<file path="config.mk">
export PLATFORM = sky130hd
export DESIGN_NAME = scroll_encoder_button_qualifier_core
export DESIGN_NICKNAME = d
export VERILOG_FILES = /design/src/hdl/sebq_pkg.sv /design/src/hdl/sebq_ctrl.sv /design/src/hdl/sebq_dp.sv /design/src/hdl/scroll_encoder_button_qualifier_core.sv
export SDC_FILE = /design/constraint.sdc
export NUM_CORES = 1
export LEC_CHECK = 0
export ABC_AREA = 1
export BUFFER_PORTS_ARGS = -buffer_cell sky130_fd_sc_hd__buf_2
export CORE_MARGIN = 2
export CORE_UTILIZATION = 35
export DETAILED_ROUTE_END_ITERATION = 10
export PLACE_DENSITY_LB_ADDON = 0.05
export SKIP_CTS_REPAIR_TIMING = 1
export SLEW_MARGIN = 25
export SYNTH_ARGS = -nofsm -noshare
export SYNTH_HDL_FRONTEND = slang
export SYNTH_HIERARCHICAL = 1
export SYNTH_SLANG_ARGS = --single-unit
</file>
<file path="constraint.sdc">
create_clock -name i_clk -period 6.4 [get_ports i_clk]
set_clock_uncertainty 0.2 [all_clocks]
set_input_delay 0 -clock i_clk [delete_from_list [all_inputs] [get_ports i_clk]]
set_output_delay 0 -clock i_clk [all_outputs]
set_load 0.02 [all_outputs]
</file>
<file path="src/hdl/sebq_pkg.sv">
// Shared types and constants for the scroll encoder and button qualifier.
// Used by the controller, the datapath and the top level; no dependencies.
`timescale 1ns / 1ps

package sebq_pkg;

    // Item kinds carried on the input tuser.
    localparam logic [1:0] KIND_POLL   = 2'd0;
    localparam logic [1:0] KIND_APPLY  = 2'd1;
    localparam logic [1:0] KIND_ATTACH = 2'd2;

    // Bit positions in the pending event register.
    localparam int EV_ESC  = 0;
    localparam int EV_SEL  = 1;
    localparam int EV_PREV = 2;
    localparam int EV_NEXT = 3;

    // LED command codes.
    localparam logic [1:0] LED_NONE  = 2'd0;
    localparam logic [1:0] LED_IDLE  = 2'd1;
    localparam logic [1:0] LED_PRESS = 2'd2;

    // Configuration register indexes.
    localparam logic [2:0] REG_INVERT   = 3'd0;
    localparam logic [2:0] REG_HORIZ    = 3'd1;
    localparam logic [2:0] REG_DETENTS  = 3'd2;
    localparam logic [2:0] REG_HOLD     = 3'd3;
    localparam logic [2:0] REG_GLITCH   = 3'd4;
    localparam logic [2:0] REG_IDLE_LIM = 3'd5;
    localparam logic [2:0] REG_FAIL_LIM = 3'd6;

    // Port widths.
    localparam int IN_DATA_W  = 56;
    localparam int OUT_DATA_W = 24;
    localparam int RES_W      = 17;
    localparam int CFG_DATA_W = 16;

    // Saturation limit of the fail and idle counters.
    localparam logic [7:0] CNT_MAX = 8'd255;

    // Configuration register set.
    typedef struct packed {
        logic        invert;
        logic        horiz;
        logic [7:0]  detents;
        logic [15:0] hold_ms;
        logic [6:0]  glitch;
        logic [7:0]  idle_lim;
        logic [7:0]  fail_lim;
    } t_cfg;

    // Commands from the controller to the datapath.
    typedef struct packed {
        logic load;
        logic exec;
        logic div_step;
        logic finish;
    } t_cmd;

    // Status from the datapath to the controller.
    typedef struct packed {
        logic div_needed;
        logic div_done;
    } t_sts;

endpackage

</file>
<file path="src/hdl/sebq_ctrl.sv">
// Controller state machine for the scroll encoder and button qualifier.
// Depends on sebq_pkg for the command and status structs.
`timescale 1ns / 1ps

module sebq_ctrl import sebq_pkg::*; (
    input  logic i_clk,
    input  logic i_rst_n,
    input  logic i_s_tvalid,
    output logic o_s_tready,
    output logic o_m_tvalid,
    input  logic i_m_tready,
    input  t_sts i_sts,
    output t_cmd o_cmd
);

    typedef enum logic [1:0] {
        S_IDLE,
        S_EXEC,
        S_DIV,
        S_FIN
    } t_state;

    t_state r_state, n_state;
    logic   r_out_valid, n_out_valid;
    logic   out_free;

    // The output register may be reloaded when empty or emptied this cycle.
    assign out_free = !r_out_valid || i_m_tready;

    // Next state, next output valid and commands.
    always_comb begin
        n_state       = r_state;
        n_out_valid   = r_out_valid;
        o_cmd         = '0;
        if (r_out_valid && i_m_tready) begin
            n_out_valid = 1'b0;
        end
        unique case (r_state)
            S_IDLE: begin
                if (i_s_tvalid) begin
                    o_cmd.load = 1'b1;
                    n_state    = S_EXEC;
                end
            end
            S_EXEC: begin
                o_cmd.exec = 1'b1;
                n_state    = i_sts.div_needed ? S_DIV : S_FIN;
            end
            S_DIV: begin
                if (i_sts.div_done) begin
                    n_state = S_FIN;
                end else begin
                    o_cmd.div_step = 1'b1;
                end
            end
            S_FIN: begin
                if (out_free) begin
                    o_cmd.finish = 1'b1;
                    n_out_valid  = 1'b1;
                    n_state      = S_IDLE;
                end
            end
            default: n_state = S_IDLE;
        endcase
    end

    // State and registered output valid.
    always_ff @(posedge i_clk) begin
        if (!i_rst_n) begin
            r_state     <= S_IDLE;
            r_out_valid <= 1'b0;
        end else begin
            r_state     <= n_state;
            r_out_valid <= n_out_valid;
        end
    end

    assign o_s_tready = (r_state == S_IDLE);
    assign o_m_tvalid = r_out_valid;

endmodule

</file>
<file path="src/hdl/sebq_dp.sv">
// Datapath of the scroll encoder and button qualifier: item and state
// registers, the detent divider by repeated subtraction and the result register.
// Depends on sebq_pkg.
`timescale 1ns / 1ps

module sebq_dp import sebq_pkg::*; (
    input  logic                  i_clk,
    input  logic                  i_rst_n,
    input  t_cfg                  i_cfg,
    input  t_cmd                  i_cmd,
    output t_sts                  o_sts,
    input  logic [1:0]            i_kind,
    input  logic                  i_bus_free,
    input  logic                  i_device_ok,
    input  logic signed [15:0]    i_increment,
    input  logic                  i_button,
    input  logic [31:0]           i_now_ms,
    output logic [RES_W-1:0]      o_result
);

    // Captured input item.
    logic [1:0]         r_kind;
    logic               r_bus_free;
    logic               r_dev_ok;
    logic signed [15:0] r_inc;
    logic               r_button;
    logic [31:0]        r_now;

    // Qualifier state.
    logic               r_present, n_present;
    logic [7:0]         r_fail, n_fail;
    logic signed [9:0]  r_sum, n_sum;
    logic [7:0]         r_idle, n_idle;
    logic               r_down, n_down;
    logic               r_long, n_long;
    logic [31:0]        r_press, n_press;
    logic               r_last, n_last;
    logic [3:0]         r_pend, n_pend;

    // Per-item working registers.
    logic [3:0]         r_events, n_events;
    logic [1:0]         r_led, n_led;
    logic               r_div_pend, n_div_pend;
    logic [8:0]         r_mag;
    logic               r_neg;
    logic [8:0]         r_cnt;
    logic [RES_W-1:0]   r_result;

    // Encoder intermediate values.
    logic [7:0]         step;
    logic signed [15:0] lim;
    logic               in_range;
    logic signed [7:0]  f_inc;
    logic signed [9:0]  sum_new;
    logic [8:0]         mag_new;
    logic               enc_run;
    logic [31:0]        held_ms;
    logic signed [7:0]  delta;
    logic [3:0]         fin_pend;

    // Zero detents per step counts as one.
    assign step = (i_cfg.detents == 8'd0) ? 8'd1 : i_cfg.detents;

    // Glitch rejection and optional inversion; accepted values fit in 8 bits.
    always_comb begin
        lim      = $signed({9'd0, i_cfg.glitch});
        in_range = (r_inc <= lim) && (r_inc >= -lim);
        f_inc    = in_range ? r_inc[7:0] : 8'sd0;
        if (i_cfg.invert) begin
            f_inc = -f_inc;
        end
        sum_new = r_sum + {{2{f_inc[7]}}, f_inc};
        mag_new = sum_new[9] ? 9'(-sum_new) : sum_new[8:0];
    end

    assign enc_run = (r_kind == KIND_POLL) && r_present && r_bus_free && r_dev_ok;
    assign held_ms = r_now - r_press;

    // Item execution: everything except the step division.
    always_comb begin
        n_present  = r_present;
        n_fail     = r_fail;
        n_sum      = r_sum;
        n_idle     = r_idle;
        n_down     = r_down;
        n_long     = r_long;
        n_press    = r_press;
        n_last     = r_last;
        n_pend     = r_pend;
        n_events   = 4'd0;
        n_led      = LED_NONE;
        n_div_pend = 1'b0;
        priority if (r_kind == KIND_ATTACH) begin
            n_present = r_dev_ok;
            n_fail    = 8'd0;
            n_sum     = 10'sd0;
            n_pend    = 4'd0;
            n_down    = 1'b0;
            n_long    = 1'b0;
            n_last    = 1'b0;
            n_led     = r_dev_ok ? LED_IDLE : LED_NONE;
        end else if (r_kind == KIND_APPLY) begin
            if (r_present) begin
                n_events = r_pend;
                n_pend   = 4'd0;
            end
        end else if (r_kind == KIND_POLL && r_present && r_bus_free) begin
            if (!r_dev_ok) begin
                // Failed read: saturating count, device dropped past the limit.
                n_fail = (r_fail < CNT_MAX) ? r_fail + 8'd1 : r_fail;
                if (n_fail > i_cfg.fail_lim) begin
                    n_present = 1'b0;
                end
            end else begin
                n_fail = 8'd0;
                // Encoder accumulation and idle clearing.
                if (f_inc != 8'sd0) begin
                    n_idle     = 8'd0;
                    n_sum      = sum_new;
                    n_div_pend = (mag_new >= {1'b0, step});
                end else if (r_idle < CNT_MAX) begin
                    n_idle = r_idle + 8'd1;
                    if (n_idle > i_cfg.idle_lim) begin
                        n_sum = 10'sd0;
                    end
                end
                // Button timing.
                if (r_button) begin
                    if (!r_down) begin
                        n_down  = 1'b1;
                        n_press = r_now;
                        n_long  = 1'b0;
                    end else if (!r_long && (held_ms >= {16'd0, i_cfg.hold_ms})) begin
                        n_pend[EV_ESC] = 1'b1;
                        n_long         = 1'b1;
                    end
                    n_led = LED_PRESS;
                end else begin
                    if (r_down) begin
                        n_down = 1'b0;
                        if (!r_long) begin
                            n_pend[EV_SEL] = 1'b1;
                        end
                    end
                    if (r_last) begin
                        n_led = LED_IDLE;
                    end
                end
                n_last = r_button;
            end
        end else begin
            // Busy bus, absent device or unused kind: no change.
            n_present = r_present;
        end
    end

    assign o_sts.div_needed = enc_run && n_div_pend;
    assign o_sts.div_done   = (r_mag < {1'b0, step});

    // Step delta or horizontal event from the quotient, saturated to the 8-bit delta.
    always_comb begin
        delta    = 8'sd0;
        fin_pend = r_pend;
        if (r_div_pend) begin
            if (i_cfg.horiz) begin
                if (r_neg) begin
                    fin_pend[EV_NEXT] = 1'b1;
                end else begin
                    fin_pend[EV_PREV] = 1'b1;
                end
            end else if (r_neg) begin
                delta = (r_cnt > 9'd127) ? 8'sd127 : $signed(r_cnt[7:0]);
            end else begin
                delta = (r_cnt > 9'd127) ? 8'sh80 : $signed(-r_cnt[7:0]);
            end
        end
    end

    // Control state with reset.
    always_ff @(posedge i_clk) begin
        if (!i_rst_n) begin
            r_present  <= 1'b0;
            r_fail     <= 8'd0;
            r_sum      <= 10'sd0;
            r_idle     <= 8'd0;
            r_down     <= 1'b0;
            r_long     <= 1'b0;
            r_press    <= 32'd0;
            r_last     <= 1'b0;
            r_pend     <= 4'd0;
            r_div_pend <= 1'b0;
        end else if (i_cmd.exec) begin
            r_present  <= n_present;
            r_fail     <= n_fail;
            r_sum      <= n_sum;
            r_idle     <= n_idle;
            r_down     <= n_down;
            r_long     <= n_long;
            r_press    <= n_press;
            r_last     <= n_last;
            r_pend     <= n_pend;
            r_div_pend <= n_div_pend;
        end else if (i_cmd.finish) begin
            r_pend <= fin_pend;
            if (r_div_pend) begin
                r_sum <= r_neg ? -$signed({1'b0, r_mag}) : $signed({1'b0, r_mag});
            end
        end
    end

    // Item capture, divider and result register.
    always_ff @(posedge i_clk) begin
        if (i_cmd.load) begin
            r_kind     <= i_kind;
            r_bus_free <= i_bus_free;
            r_dev_ok   <= i_device_ok;
            r_inc      <= i_increment;
            r_button   <= i_button;
            r_now      <= i_now_ms;
        end
        if (i_cmd.exec) begin
            r_events <= n_events;
            r_led    <= n_led;
            r_mag    <= mag_new;
            r_neg    <= sum_new[9];
            r_cnt    <= 9'd0;
        end else if (i_cmd.div_step) begin
            r_mag <= r_mag - {1'b0, step};
            r_cnt <= r_cnt + 9'd1;
        end
        if (i_cmd.finish) begin
            r_result <= {r_down && r_long, r_led, |r_events, r_events[EV_NEXT],
                         r_events[EV_PREV], r_events[EV_SEL], r_events[EV_ESC],
                         delta, r_present};
        end
    end

    assign o_result = r_result;

endmodule

</file>
<file path="src/hdl/scroll_encoder_button_qualifier_core.sv">
// m_axis_tvalid rises after an item passes the load, execute and finish states, with a
// divide state before finish when the subtracting divider folds q detent steps (q is at
// most 127, and up to 381 just after detents_per_step has been lowered); an output stall
// holds finish. The next item is taken only once the previous one has left finish.
// A new item is taken while the previous result still waits on the output.
// Reset (i_rst_n low, synchronous) clears control state and loads configuration defaults.
`timescale 1ns / 1ps

module scroll_encoder_button_qualifier_core import sebq_pkg::*; (
    input  logic                  i_clk,
    input  logic                  i_rst_n,
    // Input stream.
    input  logic                  s_axis_tvalid,
    output logic                  s_axis_tready,
    // tdata from bit 0: bus_free, device_ok, increment[15:0], button, now_ms[31:0], zeros
    input  logic [IN_DATA_W-1:0]  s_axis_tdata,
    // tuser: kind[1:0]
    input  logic [1:0]            s_axis_tuser,
    // Output stream.
    output logic                  m_axis_tvalid,
    input  logic                  m_axis_tready,
    // tdata from bit 0: present, step_delta[7:0], esc_event, sel_event, prev_event,
    // next_event, any_key, led_command[1:0], holding, zeros
    output logic [OUT_DATA_W-1:0] m_axis_tdata,
    // Configuration write channel.
    input  logic                  i_cfg_valid,
    output logic                  o_cfg_ready,
    input  logic [2:0]            i_cfg_addr,
    input  logic [CFG_DATA_W-1:0] i_cfg_data
);

    t_cfg             r_cfg;
    t_cmd             cmd;
    t_sts             sts;
    logic [RES_W-1:0] result;

    assign o_cfg_ready = 1'b1;

    // Configuration registers, written on each configuration transfer.
    always_ff @(posedge i_clk) begin
        if (!i_rst_n) begin
            r_cfg.invert   <= 1'b0;
            r_cfg.horiz    <= 1'b0;
            r_cfg.detents  <= 8'd1;
            r_cfg.hold_ms  <= 16'd450;
            r_cfg.glitch   <= 7'd32;
            r_cfg.idle_lim <= 8'd40;
            r_cfg.fail_lim <= 8'd25;
        end else if (i_cfg_valid) begin
            unique case (i_cfg_addr)
                REG_INVERT:   r_cfg.invert   <= i_cfg_data[0];
                REG_HORIZ:    r_cfg.horiz    <= i_cfg_data[0];
                REG_DETENTS:  r_cfg.detents  <= i_cfg_data[7:0];
                REG_HOLD:     r_cfg.hold_ms  <= i_cfg_data;
                REG_GLITCH:   r_cfg.glitch   <= i_cfg_data[6:0];
                REG_IDLE_LIM: r_cfg.idle_lim <= i_cfg_data[7:0];
                REG_FAIL_LIM: r_cfg.fail_lim <= i_cfg_data[7:0];
                default:      r_cfg.invert   <= r_cfg.invert;
            endcase
        end
    end

    // Sequencing of each item.
    sebq_ctrl u_ctrl (
        .i_clk      (i_clk),
        .i_rst_n    (i_rst_n),
        .i_s_tvalid (s_axis_tvalid),
        .o_s_tready (s_axis_tready),
        .o_m_tvalid (m_axis_tvalid),
        .i_m_tready (m_axis_tready),
        .i_sts      (sts),
        .o_cmd      (cmd)
    );

    // Qualifier state, divider and result register.
    sebq_dp u_dp (
        .i_clk       (i_clk),
        .i_rst_n     (i_rst_n),
        .i_cfg       (r_cfg),
        .i_cmd       (cmd),
        .o_sts       (sts),
        .i_kind      (s_axis_tuser),
        .i_bus_free  (s_axis_tdata[0]),
        .i_device_ok (s_axis_tdata[1]),
        .i_increment ($signed(s_axis_tdata[17:2])),
        .i_button    (s_axis_tdata[18]),
        .i_now_ms    (s_axis_tdata[50:19]),
        .o_result    (result)
    );

    assign m_axis_tdata = {{(OUT_DATA_W - RES_W){1'b0}}, result};

endmodule
</file>
# ---- Yosys cells after proc, flatten, opt, wreduce, memory -nomap -nowiden
# Index checks and enable logic that the tools add are counted.
dict set report totals {
  wordCells 234
  register_bits 214
  in_bits 82
  out_inout_bits 27
}
dict set report classes {
  n_addsub 11
  magnitude_cmp 10
  n_mux 92
  bitwise_logic 5
  n_eq_ne 28
  reduce_logical 53
}
# cell n
set op_table {}
lappend op_table {{10-bit two-way mux} 11}
lappend op_table {{8-bit two-way mux} 13}
lappend op_table {{1-bit two-way mux} 46}
lappend op_table {{32-bit by 16-bit >= comparator with 1-bit output} 1}
lappend op_table {{32-bit subtractor} 1}
lappend op_table {{2-bit two-way mux} 14}
lappend op_table {{7-bit AND reduction} 4}
lappend op_table {{9-bit two-way mux} 3}
lappend op_table {{6-bit AND reduction} 4}
lappend op_table {{2-bit nonzero test} 10}
lappend op_table {{8-bit by 1-bit adder with 8-bit output (second input constant)} 2}
lappend op_table {{16-bit >= comparator} 1}
lappend op_table {{8-bit > comparator} 2}
lappend op_table {{16-bit by 8-bit <= comparator with 1-bit output} 1}
lappend op_table {{8-bit < comparator (second input constant)} 2}
lappend op_table {{4-bit two-way mux} 4}
lappend op_table {{7-bit negator with 16-bit output} 1}
lappend op_table {{8-bit negator} 2}
lappend op_table {{3-bit by 1-bit inequality test with 1-bit output (second input constant)} 5}
lappend op_table {{3-bit nonzero test} 5}
lappend op_table {{2-bit AND reduction} 7}
lappend op_table {{10-bit adder} 1}
lappend op_table {{9-bit negator with 10-bit output} 1}
lappend op_table {{9-bit by 1-bit adder with 9-bit output (second input constant)} 1}
lappend op_table {{other kinds (30)} 57}

# ---- Depth between registers and ports, before layout
dict set report depth {
  depth_word 18
  ltp_mapped 55
  ltp_nobuf 55
}

# ---- Modules after synthesis
# The synthesis kept the hierarchy.
# mod area_per_inst_um2 cells_per_inst seq_area_each_um2 instances
set modules_own_cells {}
lappend modules_own_cells {sebq_dp 11581.1 1526 4083.9 1}
lappend modules_own_cells {scroll_encoder_button_qualifier_core 2075.7 295 980.9 1}
lappend modules_own_cells {sebq_ctrl 244.0 34 60.1 1}

# ---- Worst setup path after synthesis
# No wires, ideal clock.
dict set report synth_timing {
  path_kind {reg2reg}
  startpoint {register r_cfg[16] (netlist bit)}
  endpoint {register u_ctrl.r_state[0]}
  required_ps 6136
  slack_ps 76
  synth_period_minus_slack_ps 6324
  n_path_buf 0
  t_arrival_ps 6061
  setup_time_ps 64
  stages_incl_launch_ff 51
  path_cell_list {dfxtp_1 -> nor3_1 -> inv_1 -> nor3_1 -> nand2_1 -> nor2_1 -> ha_1 -> a21oi_1 -> o21ai_1 -> a21oi_1 -> nand3_1 -> nand3_4 -> nand2_4 -> inv_2 -> nand2_1 -> ha_1 -> nor2_1 -> inv_1 -> [... 15 more ...] -> inv_2 -> nand2_1 -> o21ai_1 -> ha_1 -> a21boi_0 -> o21a_1 -> o21ai_0 -> nand2_1 -> a21oi_1 -> o21ai_0 -> a21oi_1 -> nand3_1 -> nand3_1 -> inv_1 -> nand3b_1 -> nand2_1 -> nor2_1 -> nor2_1}
}
# element line_no
set synth_rtl {}
lappend synth_rtl {{start: declaration} scroll_encoder_button_qualifier_core.sv:32} ;# t_cfg r_cfg;
lappend synth_rtl {{end signal: assignment} sebq_ctrl.sv:73} ;# r_state <= n_state;
lappend synth_rtl {{end: declaration} sebq_ctrl.sv:23} ;# t_state r_state, n_state;

==> key figures <==
Finish
  – Layout Nets: 2,361
  – Design area: 18,000 um^2
  – # fillers: 4,082
  – Layout area overhead: 29.3%
  – Ratio of cells with drive above 1 in the final layout: 13.4%
  – Diode count: 0
  – Final std cells w/o fill: 2,694

Timing
  – Fin crit share: 97.3%
  – Final Max Tran Viols: 0
  – FMAX: 161 MHz
  – Setup TNS Final: 0 ns
  – Slew margin rel.: 34.7%
  – Post-layout min period: 6.23 ns
  – Final worst slack: 0.174 ns
  – Final hold violation count: 0
  – Setup violators final: 0
  – Worst Tran Pin Value: 0.980 ns
  – RSZ-0062 raised after global routing: true

Detailed routing
  – DRC errors left: 0
  – Vias: 12,671
  – Detail Route Antenna Nets: 0
  – Via/cell ratio: 4.70
  – WL/cell: 14.0 um
  – Detailed Route WL: 37,800 um
  – Initial DRT Pass Iterations: 5
  – DR iter-0 viols: 588

Yosys
  – Seq/Total Area, Yosys: 36.9%
  – Avg Synthesized Cell Area: 7.49 um^2
  – Post-synth top flop: dfxtp_1
  – Syn Std Cell Area: 13,900 um^2
  – Synth async-reset ratio: 0%
  – Post-synth EDFFs: 86
  – Post-synthesis register bit count: 213
  – Syn Inst Count: 1,855
  – Synthesis Warnings: 6
  – Synth cell types: 62

Global routing
  – Vias in the first global route: 11,612
  – First-pass GRT wire length: 59,500 um
  – Global Route Usage Sum: 17.7%
  – Initial antenna violation count: 0
  – GR Overflow Total: 0
  – Largest net degree at the start of global routing: 97

Clock tree
  – CTS tree: done
  – Root Driver: clkbuf_16
  – CTS sink cnt: 213
  – Htree depth: 1
  – Clock-pin slew on the worst setup and hold paths: 0.06 ns
  – Clock Latency Late Sink: 0.55 ns
  – CTS Buf Count: 27
  – CTS Buffer Depth: 3

Power
  – Switching Fraction: 39.2%
  – Comb pwr share: 43.1%
  – Psw: 2350 uW
  – P_leak: 0.00797 uW
  – Peak VDD IR: 0.212 mV
  – Total power after layout: 6000 uW
  – Power per Cell Area: 334 nW/um^2
  – Internal power: 3650 uW
  – Reg power frac: 31.0%
  – Clk pwr share: 25.9%

Place
  – Hpwl dp: 27,700 um
  – I/O Buffers: 95
  – Dpl cells: 2,482
  – Placed instance area: 15,100 um^2
  – Routability cong.: 0.878
  – Pre-CTS setup slack: -0.270 ns

Critical path
  – CP Max Fanout: 4
  – Largest stage delay, worst path: 0.35 ns
  – CP startpoint: r_cfg[17]$_SDFFE_PN0P_
  – Worst path most repeated cell: nand2_1
  – CP Class: reg2reg
  – WP data required: 6.68 ns
  – Reg2reg start: r_cfg[17]$_SDFFE_PN0P_
  – Crit. End Element: flip-flop
  – Startpoint types: flip-flop
  – CP arrival: 6.51 ns
  – Crit-path slowest cell: dfxtp_4

Run
  – Max-Cap Viols: 0

Hold path
  – Worst Hold Launch: s_axis_tdata[21]
  – Worst hold path type: in2reg

Floorplanning
  – Core box area: 39,500 um^2
  – Vert. Die Dim: 203 um
  – DIE AREA: 41,300 um^2
  – Rows: 73
  – Starting density of the core: 35.2%
  – Number of I/O pins: 109
  – Horiz. Die Dim: 203 um

Run status
  – Status: completed
[routing by layer]
layer  global-route usage [%]  wire length (um)  up-vias
met5                        0                 0        -
met4                     4.67               814        0
met3                     1.89              1170       51
met2                     31.2             18500      202
met1                     23.0             17300     5760
li1                         -                 -     6658
[logic make-up (layout without fill, tap and decap cells)]
logic type | Yosys count | count (layout) | share of synthesized area [%]
simple gates | 801 | 801 | 25.4
xor+xnor | 55 | 55 | 3.47
fa+ha+maj | 130 | 130 | 11.9
buf+inv | 342 | 650 | 9.79
compound gates | 311 | 311 | 12.4
other cells | 2 | 8 | 0.0540
flops | 213 | 213 | 36.9
mux | 1 | 1 | 0.0810
[cells in the mapped netlist (5+ instances only)]
cell      count  share of area, %
nand3b_1      6              0.32
o211ai_1      6              0.32
xor2_1       45               2.8
ha_1        127                11
xnor2_1      10              0.63
buf_4        11              0.59
a21o_1        7              0.38
nand3_2       6              0.43
clkbuf_1     18              0.49
nor2_1      230               6.2
inv_1       289               7.8
nand3_1     112               4.0
dfxtp_1     127                18
nand2_2      10              0.45
o21ai_0      92               3.3
nand2_1     345               9.3
buf_2         5              0.18
nand4_1      23               1.0
a21oi_1     144               5.2
nor2_4        5              0.41
nor4_1        6              0.27
o21ai_1      12              0.43
nor2_2        6              0.27
edfxtp_1     86                19
inv_2         8              0.22
nor3_1       32               1.2
o21bai_1     11              0.59
a31oi_1       7              0.32
[flip-flops by register name (all words and copies together), names as in the netlist, 2 cells and up]
register and flops:
u_dp/r_kind 2, u_dp/r_mag 9, u_dp/r_sum 10, r_cfg 49
u_dp/r_pend 4, u_dp/r_press 32, u_dp/r_led 2, u_dp/r_idle 8
u_ctrl/r_state 2, u_dp/r_cnt 9, u_dp/r_now 32, u_dp/r_events 4
u_dp/r_fail 8, u_dp/r_inc 16, u_dp/o_result 17
[layout make-up]
type | instances | area [um^2] | area share (%)
inverters | 300 | 1130 | 6.28
multi-input cells | 1306 | 7710 | 42.9
well taps | 525 | 657 | 3.66
clock inverters | 14 | 163 | 0.905
clock buffers | 35 | 736 | 4.09
flip-flops and latches | 213 | 5130 | 28.6
repair buffers | 301 | 2440 | 13.6
[worst paths after layout]
path         depth (start not counted)  slack [ns]                             end
min                                  2        0.01         u_dp/r_now[2]$_DFFE_PP_
min reg2reg                          0        0.23     u_dp/o_result[14]$_DFFE_PP_
max reg2reg                         55        0.17  u_ctrl/r_state[0]$_SDFFE_PN0P_
max                                 55        0.17  u_ctrl/r_state[0]$_SDFFE_PN0P_
[worst max-delay path, delay by kind of cell (launching register included)]
family,cells,cell delay (ns)
DFF,1,0.35
AOI/OAI and AO/OA,11,1.41
buffers and inverters,8,0.49
xor gates and xnor gates,1,0.15
and+or+nand+nor,29,2.36
adders and majority gates,6,1.21
[per-stage QoR]
step | utilization [%] | hold slack, ns
6_report | 45.5 | 0.0115
5_1_grt | 45.5 | 0.00158
4_1_cts | 40.7 | -0.607
3_5_place_dp | 38.4 | -0.0219
3_3_place_gp | 38.4 | -0.0236
2_1_floorplan | - | -0.101
[power by group through the flow]
stage | Combinational (uW) | Sequential (uW) | Clock (uW)
finish | 2590 | 1860 | 1560
CTS | 2440 | 1860 | 1610
global placement | 2420 | 1880 | 0
detailed placement | 2430 | 1880 | 0
floorplan | 1750 | 1830 | 0
global route | 2950 | 1890 | 1670
[cells in the final DEF, fill, tap and decap left out, types with 7 or more instances in the layout]
| cell type | count |
|---|---|
| nand4_1 | 23 |
| clkbuf_16 | 27 |
| dfxtp_1 | 125 |
| clkinv_1 | 9 |
| nor2_2 | 10 |
| ha_1 | 120 |
| a21o_1 | 7 |
| inv_2 | 12 |
| o21ai_0 | 89 |
| a21oi_2 | 10 |
| nand2_2 | 19 |
| buf_6 | 7 |
| ha_4 | 7 |
| xnor2_1 | 10 |
| xor2_1 | 43 |
| buf_2 | 94 |
| edfxtp_1 | 86 |
| a21oi_1 | 136 |
| nor2_4 | 9 |
| nor2_1 | 222 |
| nor3_1 | 29 |
| nand3_2 | 11 |
| a31oi_1 | 7 |
| buf_4 | 43 |
| inv_1 | 284 |
| o21bai_1 | 11 |
| nand2_1 | 334 |
| o21ai_1 | 14 |
| nand3_1 | 106 |
| conb_1 | 8 |
| dlygate4sd3_1 | 157 |
No activity file was read; power rests on OpenSTA's default activity.
